$ cat config.mk
export PLATFORM = sky130hd
export DESIGN_NAME = scan_elevator_disk_scheduler
export DESIGN_NICKNAME = d
export VERILOG_FILES = /design/src/design/sed_pkg.sv /design/src/design/sed_ram.sv /design/src/design/scan_elevator_disk_scheduler.sv
export SDC_FILE = /design/constraint.sdc
export NUM_CORES = 1
export LEC_CHECK = 0
export BUFFER_PORTS_ARGS = -buffer_cell sky130_fd_sc_hd__buf_2
export CAP_MARGIN = 20
export CORE_MARGIN = 2
export CORE_UTILIZATION = 25
export CTS_CLUSTER_DIAMETER = 40
export DETAILED_ROUTE_END_ITERATION = 7
export PLACE_DENSITY = 0.37
export SLEW_MARGIN = 40
export SYNTH_ARGS = -nofsm -noshare
export SYNTH_HDL_FRONTEND = slang
export SYNTH_SLANG_ARGS = --single-unit
export TNS_END_PERCENT = 5
$ cat constraint.sdc
create_clock -name clk -period 12.3 [get_ports clk]
set_input_delay 0.615 -clock clk [delete_from_list [all_inputs] [get_ports clk]]
set_output_delay 0.615 -clock clk [all_outputs]
set_load 0.005 [all_outputs]
$ cat src/design/sed_pkg.sv
`timescale 1ns / 1ps
// ----------------------------------------------------------------------------
// SCAN disk scheduler package
// Shared types and constants for the elevator scheduler and its testbench.
// ----------------------------------------------------------------------------
package sed_pkg;

	localparam int CYL_W  = 16;
	localparam int MOVE_W = 17;
	localparam int DATA_W = 32;
	localparam int ADDR_W = 3;

	localparam logic [ADDR_W-3:0] REG_LAST_CYL   = '0;
	localparam logic [CYL_W-1:0]  LAST_CYL_RESET = 16'd199;

	localparam logic REQ_ADD   = 1'b0;
	localparam logic REQ_START = 1'b1;

	typedef enum logic [5:0] {
		ST_IDLE = 6'b000001,
		ST_INS  = 6'b000010,
		ST_SCAN = 6'b000100,
		ST_CALC = 6'b001000,
		ST_MOVE = 6'b010000,
		ST_EMIT = 6'b100000
	} state_t;

endpackage

$ cat src/design/sed_ram.sv
`timescale 1ns / 1ps
// ----------------------------------------------------------------------------
// Generic simple dual-port RAM
// One write port and one read port with a registered read that holds its
// data while no read is requested.
// ----------------------------------------------------------------------------
module sed_ram #(
	parameter int WIDTH = 16,
	parameter int DEPTH = 16
) (
	input  logic                                       clk,
	input  logic                                       we,
	input  logic [((DEPTH > 1) ? $clog2(DEPTH) : 1)-1:0] waddr,
	input  logic [WIDTH-1:0]                           wdata,
	input  logic                                       re,
	input  logic [((DEPTH > 1) ? $clog2(DEPTH) : 1)-1:0] raddr,
	output logic [WIDTH-1:0]                           rdata
);

	logic [WIDTH-1:0] mem [DEPTH];

	always_ff @(posedge clk) begin
		if (we) begin
			mem[waddr] <= wdata;
		end
		if (re) begin
			rdata <= mem[raddr];
		end
	end

endmodule

$ cat src/design/scan_elevator_disk_scheduler.sv
`timescale 1ns / 1ps
// ----------------------------------------------------------------------------
// SCAN elevator disk scheduler
// Requests are kept sorted in a memory; a start item emits the head and then
// the requests in elevator order, each tagged with the total head movement.
// ----------------------------------------------------------------------------
// An add item inserts its cylinder into the sorted request memory by moving
// larger entries up one place, one memory entry per cycle. A start item scans
// the stored requests once to find the split around the head, computes the
// sweep end and direction in the calc state and the movement in the move
// state, and then streams count plus one results at one per cycle while the
// output side keeps up. Both phases go through the single memory port pair.
// Requests beyond MAX_REQUESTS are dropped and flagged as overflow on the
// next schedule.
module scan_elevator_disk_scheduler
	import sed_pkg::*;
#(
	parameter int MAX_REQUESTS = 16
) (
	input  logic                clk,
	input  logic                arst_n,
	input  logic                psel,
	input  logic                penable,
	input  logic                pwrite,
	input  logic [ADDR_W-1:0]   paddr,
	input  logic [DATA_W-1:0]   pwdata,
	output logic [DATA_W-1:0]   prdata,
	output logic                pready,
	input  logic                in_valid,
	output logic                in_ready,
	input  logic                req_type,
	input  logic [CYL_W-1:0]    cylinder,
	output logic                out_valid,
	input  logic                out_ready,
	output logic [CYL_W-1:0]    served_cylinder,
	output logic [MOVE_W-1:0]   total_movement,
	output logic                last,
	output logic                overflow
);

	localparam int CW = $clog2(MAX_REQUESTS + 1);
	localparam int AW = (MAX_REQUESTS > 1) ? $clog2(MAX_REQUESTS) : 1;

	state_t            state_q;
	logic [CW-1:0]     count_q;
	logic              dropped_q;
	logic [CYL_W-1:0]  last_cyl_q;
	logic [CYL_W-1:0]  val_q;
	logic [AW-1:0]     j_q;
	logic [CW-1:0]     n_q;
	logic [AW-1:0]     sc_q;
	logic [CW-1:0]     nb_q;
	logic [CYL_W-1:0]  head_q;
	logic [CYL_W-1:0]  min_q;
	logic [CYL_W-1:0]  max_q;
	logic [CYL_W-1:0]  end_q;
	logic              down_q;
	logic              below_q;
	logic              upper_q;
	logic [MOVE_W-1:0] move_q;
	logic              ovf_q;
	logic              head_pend_q;
	logic              pend_q;
	logic [CW-1:0]     rd_k_q;
	logic              out_valid_q;
	logic [CYL_W-1:0]  out_cyl_q;
	logic [MOVE_W-1:0] out_move_q;
	logic              out_last_q;
	logic              out_ovf_q;

	logic              ram_we;
	logic [AW-1:0]     ram_waddr;
	logic [CYL_W-1:0]  ram_wdata;
	logic              ram_re;
	logic [AW-1:0]     ram_raddr;
	logic [CYL_W-1:0]  ram_rdata;

	logic              cfg_wr;
	logic              in_acc;
	logic              add_acc;
	logic              start_acc;
	logic              has_room;
	logic              ins_shift;
	logic              ins_done;
	logic              scan_last;
	logic [CYL_W-1:0]  dist_c;
	logic [CYL_W-1:0]  end_c;
	logic [MOVE_W-1:0] move_c;
	logic              first_c;
	logic [CW-1:0]     emit_full_c;
	logic              out_free;
	logic              load_head;
	logic              load_ram;
	logic              last_ram;
	logic              issue;
	logic              sched_done;

	sed_ram #(
		.WIDTH (CYL_W),
		.DEPTH (MAX_REQUESTS)
	) u_store (
		.clk   (clk),
		.we    (ram_we),
		.waddr (ram_waddr),
		.wdata (ram_wdata),
		.re    (ram_re),
		.raddr (ram_raddr),
		.rdata (ram_rdata)
	);

	assign pready = 1'b1;
	assign cfg_wr = psel && penable && pwrite && pready &&
		(paddr[ADDR_W-1:2] == REG_LAST_CYL);

	always_comb begin
		prdata = '0;
		if (paddr[ADDR_W-1:2] == REG_LAST_CYL) begin
			prdata = {{(DATA_W-CYL_W){1'b0}}, last_cyl_q};
		end
	end

	assign in_ready  = (state_q == ST_IDLE);
	assign in_acc    = in_valid && in_ready;
	assign add_acc   = in_acc && (req_type == REQ_ADD);
	assign start_acc = in_acc && (req_type == REQ_START);
	assign has_room  = (count_q < CW'(MAX_REQUESTS));

	assign ins_shift = (j_q != '0) && (ram_rdata > val_q);
	assign ins_done  = !ins_shift;
	assign scan_last = (sc_q == AW'(n_q - CW'(1)));

	assign dist_c = (head_q >= last_cyl_q) ? (head_q - last_cyl_q) : (last_cyl_q - head_q);

	always_comb begin
		end_c = last_cyl_q;
		if (head_q > end_c) begin
			end_c = head_q;
		end
		if ((n_q != '0) && (max_q > end_c)) begin
			end_c = max_q;
		end
	end

	always_comb begin
		if (down_q) begin
			if (below_q) begin
				move_c = MOVE_W'(head_q) + (upper_q ? MOVE_W'(max_q) : '0);
			end else begin
				move_c = upper_q ? MOVE_W'(max_q - head_q) : '0;
			end
		end else begin
			if (upper_q) begin
				move_c = MOVE_W'(end_q - head_q) + (below_q ? MOVE_W'(end_q - min_q) : '0);
			end else begin
				move_c = below_q ? MOVE_W'(head_q - min_q) : '0;
			end
		end
	end

	always_comb begin
		first_c = down_q ? (rd_k_q < nb_q) : (rd_k_q < CW'(n_q - nb_q));
		if (down_q) begin
			emit_full_c = first_c ? CW'(nb_q - rd_k_q - CW'(1)) : rd_k_q;
		end else begin
			emit_full_c = first_c ? CW'(nb_q + rd_k_q) : CW'(n_q - rd_k_q - CW'(1));
		end
	end

	assign out_free   = !out_valid_q || out_ready;
	assign load_head  = (state_q == ST_EMIT) && head_pend_q && out_free;
	assign load_ram   = (state_q == ST_EMIT) && !head_pend_q && pend_q && out_free;
	assign last_ram   = (rd_k_q == n_q);
	assign issue      = (state_q == ST_EMIT) && (rd_k_q != n_q) && (!pend_q || load_ram);
	assign sched_done = (load_head && (n_q == '0)) || (load_ram && last_ram);

	always_comb begin
		ram_we    = 1'b0;
		ram_waddr = '0;
		ram_wdata = val_q;
		ram_re    = 1'b0;
		ram_raddr = '0;
		case (state_q)
			ST_IDLE: begin
				if (add_acc && has_room) begin
					if (count_q == '0) begin
						ram_we    = 1'b1;
						ram_wdata = cylinder;
					end else begin
						ram_re    = 1'b1;
						ram_raddr = AW'(count_q - CW'(1));
					end
				end else if (start_acc && (count_q != '0)) begin
					ram_re = 1'b1;
				end
			end
			ST_INS: begin
				ram_we    = 1'b1;
				ram_waddr = j_q;
				if (ins_shift) begin
					ram_wdata = ram_rdata;
					if (j_q > AW'(1)) begin
						ram_re    = 1'b1;
						ram_raddr = AW'(j_q - AW'(2));
					end
				end
			end
			ST_SCAN: begin
				if (!scan_last) begin
					ram_re    = 1'b1;
					ram_raddr = AW'(sc_q + AW'(1));
				end
			end
			ST_EMIT: begin
				ram_re    = issue;
				ram_raddr = emit_full_c[AW-1:0];
			end
			default: begin
				ram_re = 1'b0;
			end
		endcase
	end

	always_ff @(posedge clk or negedge arst_n) begin
		if (!arst_n) begin
			state_q     <= ST_IDLE;
			count_q     <= '0;
			dropped_q   <= 1'b0;
			last_cyl_q  <= LAST_CYL_RESET;
			j_q         <= '0;
			n_q         <= '0;
			sc_q        <= '0;
			nb_q        <= '0;
			ovf_q       <= 1'b0;
			head_pend_q <= 1'b0;
			pend_q      <= 1'b0;
			rd_k_q      <= '0;
			out_valid_q <= 1'b0;
		end else begin
			if (cfg_wr) begin
				last_cyl_q <= pwdata[CYL_W-1:0];
			end
			case (state_q)
				ST_IDLE: begin
					if (add_acc) begin
						if (has_room) begin
							count_q <= CW'(count_q + CW'(1));
							j_q     <= AW'(count_q);
							if (count_q != '0) begin
								state_q <= ST_INS;
							end
						end else begin
							dropped_q <= 1'b1;
						end
					end else if (start_acc) begin
						n_q       <= count_q;
						count_q   <= '0;
						ovf_q     <= dropped_q;
						dropped_q <= 1'b0;
						sc_q      <= '0;
						nb_q      <= '0;
						state_q   <= (count_q != '0) ? ST_SCAN : ST_CALC;
					end
				end
				ST_INS: begin
					if (ins_done) begin
						state_q <= ST_IDLE;
					end else begin
						j_q <= AW'(j_q - AW'(1));
					end
				end
				ST_SCAN: begin
					if (ram_rdata < head_q) begin
						nb_q <= CW'(nb_q + CW'(1));
					end
					if (scan_last) begin
						state_q <= ST_CALC;
					end else begin
						sc_q <= AW'(sc_q + AW'(1));
					end
				end
				ST_CALC: begin
					state_q <= ST_MOVE;
				end
				ST_MOVE: begin
					head_pend_q <= 1'b1;
					pend_q      <= 1'b0;
					rd_k_q      <= '0;
					state_q     <= ST_EMIT;
				end
				ST_EMIT: begin
					if (load_head) begin
						head_pend_q <= 1'b0;
					end
					if (issue) begin
						pend_q <= 1'b1;
						rd_k_q <= CW'(rd_k_q + CW'(1));
					end else if (load_ram) begin
						pend_q <= 1'b0;
					end
					if (sched_done) begin
						state_q <= ST_IDLE;
					end
				end
				default: begin
					state_q <= ST_IDLE;
				end
			endcase
			if (load_head || load_ram) begin
				out_valid_q <= 1'b1;
			end else if (out_ready) begin
				out_valid_q <= 1'b0;
			end
		end
	end

	always_ff @(posedge clk) begin
		if (add_acc) begin
			val_q <= cylinder;
		end
		if (start_acc) begin
			head_q <= cylinder;
		end
		if (state_q == ST_SCAN) begin
			max_q <= ram_rdata;
			if (sc_q == '0) begin
				min_q <= ram_rdata;
			end
		end
		if (state_q == ST_CALC) begin
			end_q   <= end_c;
			down_q  <= (head_q <= dist_c);
			below_q <= (nb_q != '0);
			upper_q <= (n_q != '0) && (max_q > head_q);
		end
		if (state_q == ST_MOVE) begin
			move_q <= move_c;
		end
		if (load_head) begin
			out_cyl_q  <= head_q;
			out_move_q <= move_q;
			out_last_q <= (n_q == '0);
			out_ovf_q  <= ovf_q;
		end else if (load_ram) begin
			out_cyl_q  <= ram_rdata;
			out_move_q <= move_q;
			out_last_q <= last_ram;
			out_ovf_q  <= ovf_q;
		end
	end

	assign out_valid       = out_valid_q;
	assign served_cylinder = out_cyl_q;
	assign total_movement  = out_move_q;
	assign last            = out_last_q;
	assign overflow        = out_ovf_q;

`ifndef SYNTH
	a_count_range: assert property (@(posedge clk) disable iff (!arst_n)
		count_q <= CW'(MAX_REQUESTS))
		else $error("Request count exceeds the store depth.");

	a_pend_in_emit: assert property (@(posedge clk) disable iff (!arst_n)
		pend_q |-> (state_q == ST_EMIT))
		else $error("Read data pending outside the emit phase.");

	a_reads_bounded: assert property (@(posedge clk) disable iff (!arst_n)
		(state_q == ST_EMIT) |-> (rd_k_q <= n_q))
		else $error("More memory reads issued than stored requests.");

	a_empty_schedule: assert property (@(posedge clk) disable iff (!arst_n)
		(load_head && (n_q == '0)) |=> (out_valid_q && out_last_q && (state_q == ST_IDLE)))
		else $error("A schedule without requests did not end on the head item.");
`endif

endmodule

---- Word-level counts from Yosys, hierarchy flattened ----
Memories as Yosys holds them, arrays and structs flattened. A register that Yosys moved wholly into a read port is not among the register bits.
Cells that the tools add are included.
word-level totals
  output and inout port bits .............. 70
  memories kept ........................... 1
  register bits after elaboration ......... 190
  memory bits (writable) .................. 256
  input port bits ......................... 59
memories
  memory       depth  bits a word  rd ports  clocked after Yosys merged registers in  write ports  line           text
  u_store.mem  16     16           1         1                                        1            sed_ram.sv:20  logic [WIDTH-1:0] mem [DEPTH];
operators by class
  eq/ne operators ......................... 27
  $lt $le $gt $ge ......................... 11
  reduce and logical (&&, ||, !) cells .... 51
  bitwise gates (word level) .............. 3
  add/subtract/negate cells ............... 22
  muxes and demuxes ....................... 81
operators with widths
  cell                                                                 number
  16-bit 2-to-1 mux                                                    10
  17-bit 2-to-1 mux                                                    8
  16-bit by 16-bit subtractor with 17-bit output                       4
  16-bit greater-than comparator                                       4
  4-bit 2-to-1 mux                                                     16
  6-bit 2-to-1 mux                                                     7
  6-bit one-hot mux with 6 select lines                                1
  16-bit one-hot mux with 2 select lines                               1
  16-bit subtractor                                                    2
  5-bit 2-to-1 mux                                                     6
  1-bit 2-to-1 mux                                                     23
  1-bit logical AND                                                    20
  2-bit != test (second input constant)                                10
  5-bit one-hot mux with 2 select lines                                2
  4-bit by 1-bit subtractor with 4-bit output (second input constant)  5
  16-bit by 16-bit adder with 17-bit output                            1
  17-bit adder                                                         1
  16-bit >= comparator                                                 1
  16-bit <= comparator                                                 1
  16-bit < comparator                                                  1
  4-bit one-hot mux with 2 select lines                                2
  4-bit one-hot mux with 4 select lines                                1
  5-bit by 1-bit adder with 5-bit output (second input constant)       3
  5-bit nonzero test                                                   3
  other kinds (34)                                                     62

---- Longest topological paths before layout ----
Gate-level depths: netlist of run 1.
  depth in word-level cells ............... 8
  gate-level depth with buffers ........... 26

---- By module ----
From an unflattened synthesis of run 1, not the netlist that was laid out.
unflattened totals
  cell total of the unflattened synthesis .. 2,218
  area, all modules ....................... 26,686.8 um2
modules (own cells, without submodules)
  module                        times used  area each (um2)  cells each  sequential area each (um2)
  scan_elevator_disk_scheduler  1           16,483.3         1,786       5,437.7
  sed_ram                       1           10,203.5         432         8,167.8

---- Worst setup path before layout of run 1 ----
Ideal clock, no wire load.
  kind .................................... reg2reg
  start ................................... register head_q[0]
  end ..................................... register end_q[10] (data pin)
  arrival time ............................ 4.607 ns
  period minus slack after synthesis ...... 4.872 ns
  stages on the path, launching flop included .. 27
  library setup time ...................... 0.265 ns
  slack ................................... 7.428 ns
  required time ........................... 12.035 ns
  cell sequence ........................... edfxtp_1 -> inv_1 -> ha_1 -> inv_1 -> fa_1 -> a21o_1 -> a21oi_1 -> o2111ai_1 -> a21oi_1 -> o21a_1 -> o21ai_0 -> a21oi_1 -> a31oi_2 -> buf_2 -> mux2i_1 -> ha_1 -> a21o_1 -> a21oi_1 -> nor2b_1 -> o21ai_0 -> nand2b_1 -> a21oi_1 -> nor2_1 -> a211oi_1 -> a211oi_2 -> buf_2 -> mux2i_1
between the ends
  word-level cells in the longest chain between the ends .. 5
RTL lines
  what                            line                                 text
  start, declared                 scan_elevator_disk_scheduler.sv:53   logic [CYL_W-1:0] head_q;
  start signal, assigned          scan_elevator_disk_scheduler.sv:321  head_q <= cylinder;
  16-bit greater-than comparator  scan_elevator_disk_scheduler.sv:136  if (head_q > end_c) begin
  16-bit 2-to-1 mux (*)           scan_elevator_disk_scheduler.sv:136
  16-bit greater-than comparator  scan_elevator_disk_scheduler.sv:139  if ((n_q != '0) && (max_q > end_c)) begin
  1-bit logical AND               scan_elevator_disk_scheduler.sv:139
  16-bit 2-to-1 mux (*)           scan_elevator_disk_scheduler.sv:139
  named net end_c[10]             scan_elevator_disk_scheduler.sv:87   logic [CYL_W-1:0] end_c;
  end signal, assigned            scan_elevator_disk_scheduler.sv:330  end_q <= end_c;
  end, declared                   scan_elevator_disk_scheduler.sv:56   logic [CYL_W-1:0] end_q;
Mark *: on every way through the listed nets, which the timed path passes. The rest lies on a longest branch.
A chain may end at the register's enable or synchronous reset.

---- Worst setup path in the final report of run 1 ----
  start ................................... register head_q[0]
  end ..................................... register end_q[0] (data pin)
The elaborated chain is that of the path after synthesis.

==> results of run 1 <==
[registers in the layout, indices dropped and copies added, names as in the netlist, 4 cells and up]
| register | count |
|---|---|
| sc_q | 4 |
| nb_q | 5 |
| move_q | 17 |
| val_q | 16 |
| rd_k_q | 5 |
| state_q | 6 |
| last_cyl_q | 16 |
| count_q | 5 |
| total_movement | 17 |
| max_q | 16 |
| u_store.mem | 256 |
| u_store.rdata | 16 |
| served_cylinder | 16 |
| n_q | 5 |
| head_q | 16 |
| j_q | 4 |
| end_q | 16 |
| min_q | 16 |
[stage by stage]
stage	utilization, %	hold WS, ns	total power, mW	worst slack (ns)	instances
after floorplan	-	0.319	3.84	7.43	2280
after global placement	27.4	0.408	4.54	6.27	3751
after detailed placement	27.4	0.406	4.56	6.28	3752
after CTS	30.2	0.122	6.99	6.27	3916
after global routing	30.2	0.0460	7.33	5.88	3918
final	30.2	0.0233	6.88	6.30	3921
[cell families after synthesis]
| group | after synthesis | synth area share [%] |
|---|---|---|
| AOI/OAI and AO/OA | 414 | 10.4 |
| xor gates and xnor gates | 106 | 3.49 |
| adders and majority gates | 234 | 11.5 |
| buffers and inverters | 275 | 4.72 |
| DFF | 462 | 50.3 |
| muxes | 303 | 11.4 |
| other | 2 | 0.0277 |
| and+or+nand+nor | 469 | 8.18 |
[synth_stat cells (10+ instances only)]
master / n
buf_6: 10
nand2_1: 144
xnor2_1: 70
nor2_1: 139
nand4_1: 21
nor2b_1: 16
nand3_1: 36
ha_1: 208
fa_1: 26
o21a_1: 18
inv_1: 181
o21ai_0: 80
mux2i_1: 281
edfxtp_1: 407
nor3_1: 31
a211oi_1: 14
a22oi_1: 19
buf_4: 23
o21bai_1: 10
xor2_1: 35
nand2b_1: 28
a21oi_1: 100
a21o_1: 56
clkbuf_1: 41
a31oi_1: 11
mux2_2: 20
dfrtp_1: 49
a221oi_1: 19
[report_power, final]
group	internal (mW)	total, mW	switching, mW
Combinational	0.989	2.43	1.44
Sequential	1.95	2.08	0.129
Clock	1.48	2.38	0.898
Total	4.42	6.88	2.46
[metal layers]
metal  wire, µm  vias up  GRT usage, %
met5          0        -             0
met4       2370        0          4.80
met3       2910      143          2.55
met2      41000      335          26.0
met1      34400     8720          17.5
li1           -     8712             -
[layout make-up]
cell class	instances	share of cell area (%)
Clock inverter	70	2.27
Inverter	184	2.15
Timing Repair Buffer	161	3.11
Multi-Input combinational cell	1543	38.1
Antenna cell	4	0.0309
Sequential cell	462	42.0
Clock buffer	94	6.93
Tap cell	1403	5.41
[path summary, 6_finish.rpt]
path / slack (ns) / cells past startpoint / end
worst max-delay path: 6.30 / 26 / end_q[0]
worst min-delay path: 0.02 / 2 / ovf_q
worst max register to register: 6.30 / 26 / end_q[0]
worst min register to register: 0.41 / 0 / total_movement[9]
max in group asynchronous: 11.85 / 2 / last_cyl_q[1]
min in group clk: 0.18 / 1 / val_q[12]
==> results.md, run 1 <==
- Fill count: 11000
- Share of the synthesized area in the top cell type: 45.2%
- Ranking of synthesized cells by area: edfxtp_1 (45%), mux2i_1 (10%), ha_1 (9.6%), dfrtp_1 (4.5%), inv_1 (2.5%)
- Final Critical Period: ~6.0 ns
- Achievable Freq: 167 MHz
- Slew Viols, Final: 0
- Die X-Extent: 333 µm
- Router iterations before antenna repair: 5
- Yosys warnings: 0
- Antenna Nets Post-Route: 0
- First-pass GRT wire length: 120 mm
- Clk sinks: 462
- Yosys cell types: 92
- CP Data Arrival Time: 6.40 ns
- I/O pin count: roughly 130
- Buffers plus inverters on the worst setup path: 4
- Placer Congestion: around 0.84
- Layout Skew: 0.0339 ns
- Htree depth: 3
- Root Buffer: clkbuf_16
- Nets: roughly 2700
- Share of cells above drive strength 1: ~15%
- Crit Path Max Fanout: 16
- Postcts setup bufs: 0
- Layout area overhead: 19.8%
- Max-cap violation count: 0
- Cts hold-fix bufs: 0
- Setup violations, final: 0
- Core area: 107000 µm²
- CTS Buf Count: 88
- Most used cell, CP: o21a_1
- Vias: approximately 18000
- Reg2Reg Launch Point: head_q[0]
- Die area: 111000 µm²
- CP Data Required Time: 12.70 ns
- Crit-path slowest cell: edfxtp_1
- Vias per Instance: 4.57
- GRT Total Usage: about 15%
- Initial Util: 25.2%
- Post-cts sizing count: 0
- Row count: 120
- DRC viols: 0
- Final WL: between 80 and 90 mm
- Vias in the first global route: 18600
- Final number of hold-violating endpoints: 0
- Area of the multi-input gates: 12400 µm²
- Skew-Pair Late Insertion Delay: between 0.6 and 0.7 ns
- Slew @ Worst Pin: ~0.84 ns
- Commonest non-fill, non-tap cell in the layout: edfxtp_1
- PD cells: 212 nW/µm²
- Post-Syn Area per Cell: 11.9 µm²
- Critical Path Start: head_q[0]
- Largest area contributor in the netlist: edfxtp_1
- Outcome: finished clean
- TritonCTS clock tree: done
- Initial antenna violation count: 3
- Startpoint types: register
- Crit-path max cell delay: roughly 0.55 ns
- RSZ-0062 raised after global routing: no
- HP Class: input port to async pin
- Finished Cell Area: around 32000 µm²
- Setup TNS: 0 ns
- Cell Area, Synth: ~27000 µm²
- Post-synth EDFFs: 407
- Period utilization: roughly half
- # port buffers: 93
- Count of state elements after synthesis: 462
- Post-synth ARST share: 11.9%
- Kind of end point of the critical path: register
- Post-synth top flop: edfxtp_1
- CTS clk-pin slew, worst paths: 0.05 ns
- Routed len/inst: 20.6 µm
- WS Path Type: register to register
- Clk buf depth: 3
- Die Ht: 333 µm
- Register area share after synthesis: 50.3%
- Slew margin rel.: between 40% and 50%
- Kind of cell adding the most delay to the critical path: compound AO/OA/AOI/OAI gates
- Remaining global-route overflow: 0
- HPWL after DPL: about 58 mm
- Mapped Cells: 2265
- Placed instance area: 29400 µm²
- Reg area: 13600 µm²
- Commonest cells after routing, fill and taps aside: edfxtp_1 (407), mux2i_1 (281), ha_1 (208)
- Max VDD drop: approximately 0.11 mV
- Pin count of the biggest net entering global routing: 56
- DRC marker count from the first detailed-route iteration: 949
- Leak pwr: 12.9 nW
(Power assumes the default switching activity.)
==> run 2: changes to the inputs <==
- clock period: 12.3 -> 5.9 ns (I/O delays scaled with it)
==> results.md, run 2 (synthesis results as in run 1) <==
- Post-Route Hold Slack: 0.0633 ns (+0.0400 ns)
- Period utilization: 92.5% (+44 points)
- Setup violations, final: 0 (unchanged)
- Crit Path Max Fanout: 10 (-6)
- Register bank with the most flops: u_store.mem
- Share of cells above drive strength 1: 15.3% (-0.13 points)
- Layout Skew: 0.0570 ns (+0.0231 ns)
- CTS clk-pin slew, worst paths: 0.05 ns (about the same)
- Slew @ Worst Pin: 0.914 ns (+0.0698 ns)
- Remaining global-route overflow: 0 (unchanged)
- Clock Power Share: 34.3% (-0.2 points)
- PD cells: 439 nW/µm² (+110%)
- CP Data Required Time: 6.26 ns (-6.44 ns)
- Slew margin rel.: 38.3% (-5.4 points)
- WS Path Type: register to register
- TritonCTS clock tree: done
- Final WL: 85.3 mm (+5.8%)
- Clk buf depth: 3 (unchanged)
- Commonest non-fill, non-tap cell in the layout: edfxtp_1
- Final number of hold-violating endpoints: 0 (unchanged)
- Pin count of the biggest net entering global routing: 63 (+13%)
- CP Data Arrival Time: 5.82 ns (-0.58 ns)
- Initial Util: 25.2% (unchanged)
- Antenna Nets Post-Route: 0 (unchanged)
- First-pass GRT wire length: 125 mm (+4.2%)
- Skew-Pair Late Insertion Delay: 0.67 ns (about the same)
- RSZ-0062 raised after global routing: no
- Max VDD drop: 0.221 mV (+98%)
- Max reg flops: 256 (unchanged)
- I/O pin count: 129 (unchanged)
- Final WS setup: 0.440 ns (-5.86 ns)
- HPWL after DPL: 62.5 mm (+6.9%)
- DRC viols: 0 (unchanged)
- Kind of end point of the critical path: register
- Sequential share of power: 30.1% (about the same)
- Root Buffer: clkbuf_16
- Initial antenna violation count: 4 (+1)
- Router iterations before antenna repair: 7 (+2)
- Switching share of total power: 35.5% (-0.30 points)
- DRC marker count from the first detailed-route iteration: 1075 (+13%)
- Placer Congestion: 0.822 (-1.7%)
- Vias: 18400 (+2.9%)
- CTS Buf Count: 91 (+3.4%)
- Setup TNS: 0 ns (unchanged)
- Worst slack at placement: 0.213 ns (-6.06 ns)
- # port buffers: 93 (unchanged)
- Internal power: 9.35 mW (+110%)
- Core area: 107000 µm² (unchanged)
- Commonest cells after routing, fill and taps aside: edfxtp_1 (407), mux2i_1 (281), ha_1 (208)
- Slew Viols, Final: 0 (unchanged)
- Clk sinks: 462 (unchanged)
- Layout area overhead: 21.9%
- Startpoint types: register
- Vias in the first global route: 19000 (+2.2%)
- Comb power frac: 35.6% (+0.4 points)
- Die Ht: 333 µm (unchanged)
- Final Critical Period: 5.46 ns (-0.538 ns)
- HP Class: input port to register
- Final core occ: 30.8% (+0.53 points)
- Leak pwr: 13.1 nW (+1.6%)
- Max-cap violation count: 0 (unchanged)
- Die area: 111000 µm² (unchanged)
- GRT Total Usage: 15.3% (+0.79 points)
- Nets: 2780 (+1.7%)
- Row count: 120 (unchanged)
- Outcome: finished clean
- Htree depth: 3 (unchanged)
- Die X-Extent: 333 µm (unchanged)
- Vias per Instance: 4.65 (+1.7%)
- Switching pwr: 5.15 mW (+110%)
- Achievable Freq: 183 MHz (+9.8%)
- Final Total Pwr: 14.5 mW (+110%)
- Routed len/inst: 21.5 µm (+4.6%)
-- run 2: cell types whose count changed in the layout (fill, tap and decap cells not counted), sizes merged --
| cell | previous run | this run |
|---|---|---|
| dlygate4sd3 | 0 | 31 |
| clkinvlp | 13 | 12 |
| inv | 193 | 183 |
| buf | 161 | 174 |
| clkbuf | 94 | 109 |
| diode | 4 | 2 |
-- run 2: worst paths after layout --
| check | from | to | slack (ns) | cells after the start |
|---|---|---|---|---|
| worst max-delay path | last_cyl_q[0] | end_q[14] | 0.44 | 24 |
| worst min-delay path | cylinder[4] | val_q[4] | 0.06 | 1 |
| worst max register to register | last_cyl_q[0] | end_q[14] | 0.44 | 24 |
| worst min register to register | move_q[10] | total_movement[10] | 0.39 | 0 |
| max in group asynchronous | arst_n | last_cyl_q[3] | 5.18 | 3 |
| min in group asynchronous | arst_n | ovf_q | 0.23 | 3 |
-- run 2: through the flow --
step                cells  cell area, µm²
floorplan            2280           27100
global placement     3757           29500
detailed placement   3766           29700
CTS                  3965           33000
global route         3965           33000
finish               3967           33000
-- run 2: layout make-up --
cell class | instances | area (µm²)
diodes | 2 | 5.00
clock buffers | 109 | 2380
clock inverters | 59 | 612
fillers | 10900 | 74200
inverters | 184 | 696
multi-input cells | 1543 | 12400
flip-flops and latches | 462 | 13600
well taps | 1403 | 1760
repair buffers | 205 | 1500
-- run 2: power groups by stage --
stage | clock network (mW) | registers, mW | logic (mW)
final | 4.97 | 4.36 | 5.16
after global routing | 5.28 | 4.39 | 5.75
after CTS | 5.11 | 4.37 | 5.23
after detailed placement | 0 | 4.42 | 5.17
after global placement | 0 | 4.41 | 5.12
after floorplan | 0 | 4.30 | 3.70
-- run 2: worst max-delay path, cell delays in order, from the launching register on --
cell,delay (ns)
dfstp_2,0.53
ha_1,0.17
inv_1,0.07
fa_1,0.38
a21o_1,0.18
a21oi_1,0.22
o2111ai_1,0.15
a21oi_1,0.29
o21a_1,0.18
o21ai_0,0.08
a21oi_1,0.22
a31oi_2,0.14
mux2i_1,0.29
ha_1,0.29
nor2b_1,0.14
o21a_1,0.16
o21a_1,0.16
o21a_1,0.17
o21a_1,0.16
o21a_1,0.16
o21a_1,0.16
o21ai_0,0.31
a211oi_4,0.20
buf_4,0.23
mux2i_1,0.12
-- run 2: metal layers --
metal / vias up / GRT usage (%) / part of all wire, %
met3: 148 / 2.43 / 3.7
met5: - / 0 / 0
met1: 9120 / 18.2 / 42
met2: 356 / 27.8 / 52
met4: 0 / 5.35 / 3.2
li1: 8804 / - / -
-- run 2: timing repair --
item | 4_1_cts | 5_1_grt
endpoints found under the hold margin | 85 | 0
buffers inserted | 0 | 0
gates resized for setup | 0 | 1
hold buffers | 31 | 0
endpoints found under the setup margin | 0 | 13
